$ cat src/rtl/core/trqs_pkg.sv
package trqs_pkg;

    typedef logic [1:0] op_t;
    typedef logic [1:0] slot_st_t;

    localparam op_t OP_ENQ  = 2'd0;
    localparam op_t OP_TENQ = 2'd1;
    localparam op_t OP_DEQ  = 2'd2;
    localparam op_t OP_PROC = 2'd3;

    localparam slot_st_t ST_FREE  = 2'd0;
    localparam slot_st_t ST_TIMER = 2'd1;
    localparam slot_st_t ST_RUN   = 2'd2;

endpackage

$ cat src/rtl/core/timer_and_run_queue_scheduler.sv
// Timer list and FIFO run queue over MAX_TASKS task slots.
//
// Command channel: present op, task_id, is_fast, delay_ms and now, raise
// start; the item is taken at a clock edge where start is high and busy is
// low. busy then stays high until the item is fully handled.
// Result channel: each dispatch shows dispatched_task, timed_out and last
// for one cycle with valid high. The receiver cannot stall; a process tick
// sends its dispatches in consecutive cycles, last marking the final one.
// A decode state comes first, then a sequencer walks the lists one entry
// per cycle through one shared deadline comparator.
// Enqueue: a fast dispatch shows in the cycle in which busy drops; an
// armed timer for the task is first pulled from the timer list.
// Timed enqueue: removal of an armed entry, sorted search, shift-open.
// Dequeue: removal from the task's list. Process tick: each expired entry
// moves to the run queue, then one cycle per dispatch.
// Reset clears slot states, timeout marks and both list counts; list
// contents and deadlines need no clearing since counts and slot states
// guard every read.
module timer_and_run_queue_scheduler
    import trqs_pkg::*;
#(
    parameter int MAX_TASKS = 16
) (
    input  logic        clk,
    input  logic        rst_n,
    input  logic        start,
    output logic        busy,
    input  logic [1:0]  op,
    input  logic [3:0]  task_id,
    input  logic        is_fast,
    input  logic [31:0] delay_ms,
    input  logic [31:0] now,
    output logic        valid,
    output logic [3:0]  dispatched_task,
    output logic        timed_out,
    output logic        last
);

    localparam int SW = $clog2(MAX_TASKS);
    localparam int CW = $clog2(MAX_TASKS + 1);

    localparam logic [2:0] S_IDLE = 3'd0;
    localparam logic [2:0] S_DEC  = 3'd1;
    localparam logic [2:0] S_RM   = 3'd2;
    localparam logic [2:0] S_ENQ  = 3'd3;
    localparam logic [2:0] S_INS  = 3'd4;
    localparam logic [2:0] S_SHF  = 3'd5;
    localparam logic [2:0] S_EXP  = 3'd6;
    localparam logic [2:0] S_DSP  = 3'd7;

    // slot state and lists
    slot_st_t       status_reg   [MAX_TASKS];
    logic           mark_reg     [MAX_TASKS];
    logic [31:0]    deadline_reg [MAX_TASKS];
    logic [SW-1:0]  tlist_reg    [MAX_TASKS];
    logic [SW-1:0]  rlist_reg    [MAX_TASKS];

    logic [2:0]     state_reg, state_next;
    logic [CW-1:0]  i_reg, i_next;
    logic [CW-1:0]  pos_reg, pos_next;
    logic [CW-1:0]  tcnt_reg, tcnt_next;
    logic [CW-1:0]  rcnt_reg, rcnt_next;
    logic           found_reg, found_next;
    logic           rm_run_reg, rm_run_next;
    op_t            op_reg;
    logic [SW-1:0]  id_reg, id_next;
    logic           id_ok_reg;
    logic           fast_reg;
    logic [31:0]    dl_reg;
    logic [31:0]    now_reg;
    logic           valid_reg, valid_next;
    logic [3:0]     task_reg, task_next;
    logic           tmo_reg, tmo_next;
    logic           last_reg, last_next;

    logic           accept;
    logic [32:0]    dl_sum;
    logic [CW-1:0]  i_inc, i_dec;
    logic [SW-1:0]  i_idx;
    logic [SW-1:0]  rm_elem;
    logic [CW-1:0]  rm_cnt;
    logic           rm_hit;
    logic           rm_end;
    slot_st_t       id_st;
    logic [SW-1:0]  tl_head;
    logic [SW-1:0]  rl_cur;
    logic [SW-1:0]  cmp_idx;
    logic [31:0]    cmp_lim;
    logic           cmp_le;
    logic           exp_hit;
    logic           ins_adv;

    function automatic logic rm_end_dsp(input logic [CW-1:0] a, input logic [CW-1:0] n);
        rm_end_dsp = ((a + CW'(1)) == n);
    endfunction

    assign accept  = start && (state_reg == S_IDLE);
    assign dl_sum  = {1'b0, now} + {1'b0, delay_ms};
    assign i_inc   = i_reg + CW'(1);
    assign i_dec   = i_reg - CW'(1);
    assign i_idx   = i_reg[SW-1:0];
    assign rm_elem = rm_run_reg ? rlist_reg[i_idx] : tlist_reg[i_idx];
    assign rm_cnt  = rm_run_reg ? rcnt_reg : tcnt_reg;
    assign rm_hit  = found_reg || (rm_elem == id_reg);
    assign rm_end  = (i_inc == rm_cnt);
    assign id_st   = status_reg[id_reg];
    assign tl_head = tlist_reg[0];
    assign rl_cur  = rlist_reg[i_idx];

    // shared deadline comparator: expiry against now, insertion against new deadline
    assign cmp_idx = (state_reg == S_EXP) ? tl_head : tlist_reg[i_idx];
    assign cmp_lim = (state_reg == S_EXP) ? now_reg : dl_reg;
    assign cmp_le  = deadline_reg[cmp_idx] <= cmp_lim;
    assign exp_hit = (tcnt_reg != '0) && cmp_le;
    assign ins_adv = (i_reg < tcnt_reg) && cmp_le;

    always_comb
    begin
        state_next  = state_reg;
        i_next      = i_reg;
        pos_next    = pos_reg;
        tcnt_next   = tcnt_reg;
        rcnt_next   = rcnt_reg;
        found_next  = found_reg;
        rm_run_next = rm_run_reg;
        id_next     = id_reg;
        valid_next  = 1'b0;
        task_next   = task_reg;
        tmo_next    = tmo_reg;
        last_next   = last_reg;
        case (state_reg)
            S_IDLE:
            begin
                if (start)
                begin
                    state_next = S_DEC;
                    id_next    = SW'(task_id);
                end
            end
            S_DEC:
            begin
                i_next     = '0;
                found_next = 1'b0;
                if (op_reg == OP_PROC)
                begin
                    state_next = S_EXP;
                end
                else if (!id_ok_reg)
                begin
                    state_next = S_IDLE;
                end
                else if (op_reg == OP_DEQ)
                begin
                    rm_run_next = (id_st == ST_RUN);
                    state_next  = (id_st == ST_FREE) ? S_IDLE : S_RM;
                end
                else if (id_st == ST_RUN)
                begin
                    state_next = S_IDLE;
                end
                else if (id_st == ST_TIMER)
                begin
                    rm_run_next = 1'b0;
                    state_next  = S_RM;
                end
                else
                begin
                    state_next = S_ENQ;
                end
            end
            S_RM:
            begin
                // walk to the entry, then close the gap one entry a cycle
                if (rm_end)
                begin
                    if (rm_run_reg)
                        rcnt_next = rcnt_reg - CW'(1);
                    else
                        tcnt_next = tcnt_reg - CW'(1);
                    case (op_reg)
                        OP_DEQ:  state_next = S_IDLE;
                        OP_PROC: state_next = S_EXP;
                        default: state_next = S_ENQ;
                    endcase
                end
                else
                begin
                    i_next     = i_inc;
                    found_next = rm_hit;
                end
            end
            S_ENQ:
            begin
                i_next = '0;
                if (op_reg == OP_TENQ)
                begin
                    state_next = S_INS;
                end
                else if (fast_reg)
                begin
                    valid_next = 1'b1;
                    task_next  = 4'(id_reg);
                    tmo_next   = mark_reg[id_reg];
                    last_next  = 1'b1;
                    state_next = S_IDLE;
                end
                else
                begin
                    rcnt_next  = rcnt_reg + CW'(1);
                    state_next = S_IDLE;
                end
            end
            S_INS:
            begin
                if (ins_adv)
                begin
                    i_next = i_inc;
                end
                else
                begin
                    pos_next   = i_reg;
                    i_next     = tcnt_reg;
                    state_next = S_SHF;
                end
            end
            S_SHF:
            begin
                if (i_reg == pos_reg)
                begin
                    tcnt_next  = tcnt_reg + CW'(1);
                    state_next = S_IDLE;
                end
                else
                begin
                    i_next = i_dec;
                end
            end
            S_EXP:
            begin
                i_next     = '0;
                found_next = 1'b0;
                if (exp_hit)
                begin
                    id_next     = tl_head;
                    rm_run_next = 1'b0;
                    rcnt_next   = rcnt_reg + CW'(1);
                    state_next  = S_RM;
                end
                else if (rcnt_reg == '0)
                begin
                    state_next = S_IDLE;
                end
                else
                begin
                    state_next = S_DSP;
                end
            end
            S_DSP:
            begin
                valid_next = 1'b1;
                task_next  = 4'(rl_cur);
                tmo_next   = mark_reg[rl_cur];
                last_next  = rm_end_dsp(i_reg, rcnt_reg);
                if (last_next)
                begin
                    rcnt_next  = '0;
                    state_next = S_IDLE;
                end
                else
                begin
                    i_next = i_inc;
                end
            end
            default:
            begin
                state_next = S_IDLE;
            end
        endcase
    end

    always_ff @(posedge clk or negedge rst_n)
    begin
        if (!rst_n)
        begin
            state_reg  <= S_IDLE;
            tcnt_reg   <= '0;
            rcnt_reg   <= '0;
            valid_reg  <= 1'b0;
            i_reg      <= '0;
            pos_reg    <= '0;
            found_reg  <= 1'b0;
            rm_run_reg <= 1'b0;
        end
        else
        begin
            state_reg  <= state_next;
            tcnt_reg   <= tcnt_next;
            rcnt_reg   <= rcnt_next;
            valid_reg  <= valid_next;
            i_reg      <= i_next;
            pos_reg    <= pos_next;
            found_reg  <= found_next;
            rm_run_reg <= rm_run_next;
        end
    end

    // payload registers
    always_ff @(posedge clk)
    begin
        id_reg   <= id_next;
        task_reg <= task_next;
        tmo_reg  <= tmo_next;
        last_reg <= last_next;
        if (accept)
        begin
            op_reg    <= op;
            fast_reg  <= is_fast;
            now_reg   <= now;
            id_ok_reg <= {28'd0, task_id} < 32'(MAX_TASKS);
            dl_reg    <= dl_sum[32] ? 32'hFFFF_FFFF : dl_sum[31:0];
        end
    end

    // slot state
    always_ff @(posedge clk or negedge rst_n)
    begin
        if (!rst_n)
        begin
            for (int k = 0; k < MAX_TASKS; k++)
            begin
                status_reg[k] <= ST_FREE;
                mark_reg[k]   <= 1'b0;
            end
        end
        else
        begin
            case (state_reg)
                S_DEC:
                begin
                    if (op_reg != OP_PROC && id_ok_reg &&
                        (op_reg == OP_DEQ || id_st == ST_TIMER))
                        status_reg[id_reg] <= ST_FREE;
                end
                S_ENQ:
                begin
                    if (op_reg == OP_TENQ)
                        mark_reg[id_reg] <= 1'b0;
                    else if (!fast_reg)
                        status_reg[id_reg] <= ST_RUN;
                end
                S_SHF:
                begin
                    if (i_reg == pos_reg)
                        status_reg[id_reg] <= ST_TIMER;
                end
                S_EXP:
                begin
                    if (exp_hit)
                    begin
                        status_reg[tl_head] <= ST_RUN;
                        mark_reg[tl_head]   <= 1'b1;
                    end
                end
                S_DSP:
                begin
                    status_reg[rl_cur] <= ST_FREE;
                end
                default:
                begin
                end
            endcase
        end
    end

    // list contents and deadlines
    always_ff @(posedge clk)
    begin
        case (state_reg)
            S_RM:
            begin
                if (rm_hit && !rm_end)
                begin
                    if (rm_run_reg)
                        rlist_reg[i_idx] <= rlist_reg[i_inc[SW-1:0]];
                    else
                        tlist_reg[i_idx] <= tlist_reg[i_inc[SW-1:0]];
                end
            end
            S_ENQ:
            begin
                if (op_reg == OP_TENQ)
                    deadline_reg[id_reg] <= dl_reg;
                else if (!fast_reg)
                    rlist_reg[rcnt_reg[SW-1:0]] <= id_reg;
            end
            S_SHF:
            begin
                if (i_reg == pos_reg)
                    tlist_reg[i_idx] <= id_reg;
                else
                    tlist_reg[i_idx] <= tlist_reg[i_dec[SW-1:0]];
            end
            S_EXP:
            begin
                if (exp_hit)
                    rlist_reg[rcnt_reg[SW-1:0]] <= tl_head;
            end
            default:
            begin
            end
        endcase
    end

    assign busy            = (state_reg != S_IDLE);
    assign valid           = valid_reg;
    assign dispatched_task = task_reg;
    assign timed_out       = tmo_reg;
    assign last            = last_reg;

endmodule

$ cat config.mk
export PLATFORM = sky130hd
export DESIGN_NAME = timer_and_run_queue_scheduler
export DESIGN_NICKNAME = d
export VERILOG_FILES = /design/src/rtl/core/trqs_pkg.sv /design/src/rtl/core/timer_and_run_queue_scheduler.sv
export SDC_FILE = /design/constraint.sdc
export NUM_CORES = 1
export LEC_CHECK = 0
export BUFFER_PORTS_ARGS = -buffer_cell sky130_fd_sc_hd__buf_4
export CORE_MARGIN = 3
export CORE_UTILIZATION = 50
export CTS_BUF_LIST = sky130_fd_sc_hd__clkbuf_16
export DETAILED_ROUTE_END_ITERATION = 10
export HOLD_SLACK_MARGIN = 0.05
export PLACE_DENSITY = 0.68
export SLEW_MARGIN = 0
export SYNTH_ARGS = -nofsm -noshare
export SYNTH_HDL_FRONTEND = slang
export SYNTH_SLANG_ARGS = --single-unit
$ cat constraint.sdc
create_clock -name clk -period 7.3 [get_ports clk]
set_input_delay 0.73 -clock clk [delete_from_list [all_inputs] [get_ports clk]]
set_output_delay 0.73 -clock clk [all_outputs]
set_load 0.01 [all_outputs]
==> key figures <==
Outcome
  • Status: complete, no violations

Pwr
  • Final Power: 0.01891 W
  • Peak supply drop: 0.3374 mV
  • Power Density: roughly 440 nW/um^2
  • LEAKAGE: ~15 nW

STA
  • Hold WS: about 280 ps
  • Final Setup Violations: 0
  • Final Skew: 29.29 ps
  • Max Slew Vio Count: 0
  • Peak Freq: 145.2 MHz
  • RSZ-0062 raised after global routing: false
  • Hold Vio Cnt, Final: 0
  • Slew Limit Headroom: 14.49%
  • Worst-Margin Slew: 1278 ps
  • Setup TNS after final layout: 0 ps
  • Final Critical Period: 6888 ps
  • Final Cycle Share: 94.36%

Drt
  • Routed wire length: approximately 110000 um
  • Post-DR wirelength/cell: 25.68 um
  • Routed vias/inst: 6.482
  • Detailed-route via count: 26650
  • DR pass1 iterations: 7
  • Routed Antenna Nets: 0
  • Residual DRC: 0
  • Drt initial violations: roughly 3100

Setup path
  • Worst path cell trace: mux4_1 -> a22o_1 -> a221oi_2 -> o21a_4 -> buf_4 -> and2_1 -> a211oi_1 -> a311oi_1 -> a211oi_1 -> a21oi_1 -> ha_1 -> nand4_1 -> or2_1 -> or3_1 -> nor3_1 -> inv_1 -> a211oi_2 -> nand2b_1 -> mux2i_1 -> and2_1
  • Startpoint Class: flip-flop
  • Slowest-stage cell, CP: dfrtp_4
  • Critical Path Start: i_reg[0]
  • CP Capture Type: flip-flop
  • CP Max Fanout: 51
  • Worst Path Required: 7610 ps
  • Worst EP arrival: 7200 ps
  • CP peak stage delay: 630 ps
  • R2R Path Start: i_reg[0]
  • CP Class: reg2reg

Cells and area
  • Max reg flops: between 500 and 600
  • Nets@finish: 3183
  • Layout cells sized above 1: 13.65%
  • Ant. Diodes: 0
  • Final Non-Filler Cells: 4112
  • Most frequent cells in the layout: edfxtp_1, nand2_1, o21ai_0, a211oi_1, buf_4
  • Register area: 23390 um^2
  • Commonest non-fill, non-tap cell in the layout: edfxtp_1
  • Area delta synth->final: 11.86%
  • Filler instances: 5871
  • Area of the multi-input gates: 14090 um^2

Logic synthesis
  • Post-synth EDFFs: 717
  • Async S/R FF share, synth: 9.355%
  • Synth cell types: 80
  • Post-synthesis sequential area ratio: 60.97%
  • YS warnings: 0
  • Yosys reg bits: 791
  • Main synth FF type: edfxtp_1
  • Mapped Area: 38350 um^2
  • Syn Nets: 3134
  • Syn avg cell area: 12.89 um^2
  • Synth Instances: slightly below 3000

Min path
  • Worst hold path startpoint: op[0]
  • Tightest Hold Check Type: in2reg

Floorplanning
  • Die Ht: 282.9 um
  • Die area: roughly 80000 um^2
  • Io pins: 82
  • Row cnt: 100
  • Core Region: 75200 um^2
  • Die X: 282.9 um
  • Initial Util: 51.00%

GRT
  • Number of global-route vias before repair: 25880
  • Largest net degree at the start of global routing: 95
  • Global route total overflow: 0
  • Total GRT Usage: 25.94%
  • Initial antenna violation count: 0
  • First-pass GRT wire length: 159800 um

Clocking
  • Post-CTS sizing: 0
  • Htree depth: 3
  • Root buffer cell: clkbuf_16
  • Clk sinks: between 700 and 800
  • CTS tree: done
  • CTS max path bufs: 3
  • CTS buffer count: 82
  • Reg clk slew, reported paths: around 70 ps
  • Worst skew pair latency: 630 ps

Place
  • Placed cell count: about 4000
  • DP Wirelength: 65530 um
  • Placer congestion estimate: 0.9427
  • Port Buffers: 81

Job
  • Max-cap viol count: 0
per-stage QoR:
stage / utilization (%) / setup slack [ps] / cell area (um^2)
floorplan: - / 1802 / 38350
global placement: 53.52 / 721.7 / 40250
detailed placement: 53.52 / 505.6 / 40250
CTS: 57.04 / 505.3 / 42900
global route: 57.04 / 97.80 / 42900
finish: 57.04 / 411.8 / 42900
cells by family (layout without fill, tap and decap cells):
family	count (synthesis)	count (layout)	synth area share [%]
buffers and inverters	237	354	2.790
xor gates and xnor gates	52	52	1.243
muxes	176	176	8.356
DFF	791	791	60.97
and+or+nand+nor	844	844	10.03
AOI/OAI and AO/OA	790	790	13.77
adders and majority gates	85	85	2.832
cells in the mapped netlist (26+ instances only):
master | count | share of area (%)
xnor2_1 | 30 | 0.69
a211oi_1 | 165 | 3.2
a21o_1 | 26 | 0.51
clkbuf_1 | 129 | 1.3
inv_1 | 34 | 0.33
nand2_1 | 417 | 4.1
ha_1 | 82 | 2.7
nor3_1 | 26 | 0.34
a22oi_1 | 26 | 0.51
nor2_1 | 140 | 1.4
buf_2 | 35 | 0.46
a31oi_1 | 67 | 1.1
a311oi_1 | 65 | 1.5
mux2i_1 | 64 | 1.7
dfrtp_1 | 74 | 4.8
mux4_2 | 85 | 5.0
a21oi_1 | 137 | 1.8
and2_1 | 149 | 2.4
o21ai_0 | 178 | 2.3
edfxtp_1 | 717 | 56
layer usage:
| metal | routed length (um) | vias up | part of all wire [%] | GRT usage (%) |
|---|---|---|---|---|
| li1 | - | 11620 | - | - |
| met1 | 42910 | 13340 | 41 | 36.71 |
| met2 | 48210 | 1449 | 46 | 39.60 |
| met3 | 11090 | 236 | 11 | 5.924 |
| met4 | 3400 | 0 | 3.2 | 9.291 |
| met5 | 0 | - | 0 | 0 |
report_power, final:
| group | leakage, nW | internal, W | switching [W] |
|---|---|---|---|
| logic | 5.88 | 0.00327 | 0.00550 |
| registers | 7.43 | 0.00565 | 0.000434 |
| clock network | 1.35 | 0.00232 | 0.00175 |
| total | 14.7 | 0.0112 | 0.00768 |
cell type report:
type                            count  area share [%]
Clock buffer                       84           4.900
Inverter                           37          0.3238
Sequential cell                   791           54.52
Tap cell                         1020           2.975
Multi-Input combinational cell   1947           32.85
Clock inverter                     68           1.251
Timing Repair Buffer              165           3.185
worst paths after layout:
kind                                     to  slack [ps]  cells after the start
max                        rlist_reg[11][3]         410                     20
min                               op_reg[0]         280                      1
max reg2reg                rlist_reg[11][3]         410                     20
min reg2reg                      pos_reg[2]         510                      2
max in group asynchronous      mark_reg[13]        5650                      3
min in group asynchronous        pos_reg[4]         510                      2
worst max-delay path, delay by kind of cell (launching register included):
kind / cells / cell delay (ps)
buf+inv: 2 / 530
compound gates: 8 / 2100
flops: 1 / 630
mux: 2 / 980
simple gates: 7 / 2060
fa+ha+maj: 1 / 160
repair_timing:
| action | CTS | global route |
|---|---|---|
| hold buffers | 1 | 0 |
| hold endpoints to repair | 14 | 0 |
| buffers inserted | 0 | 0 |
Power figures use the tool's default switching activity.
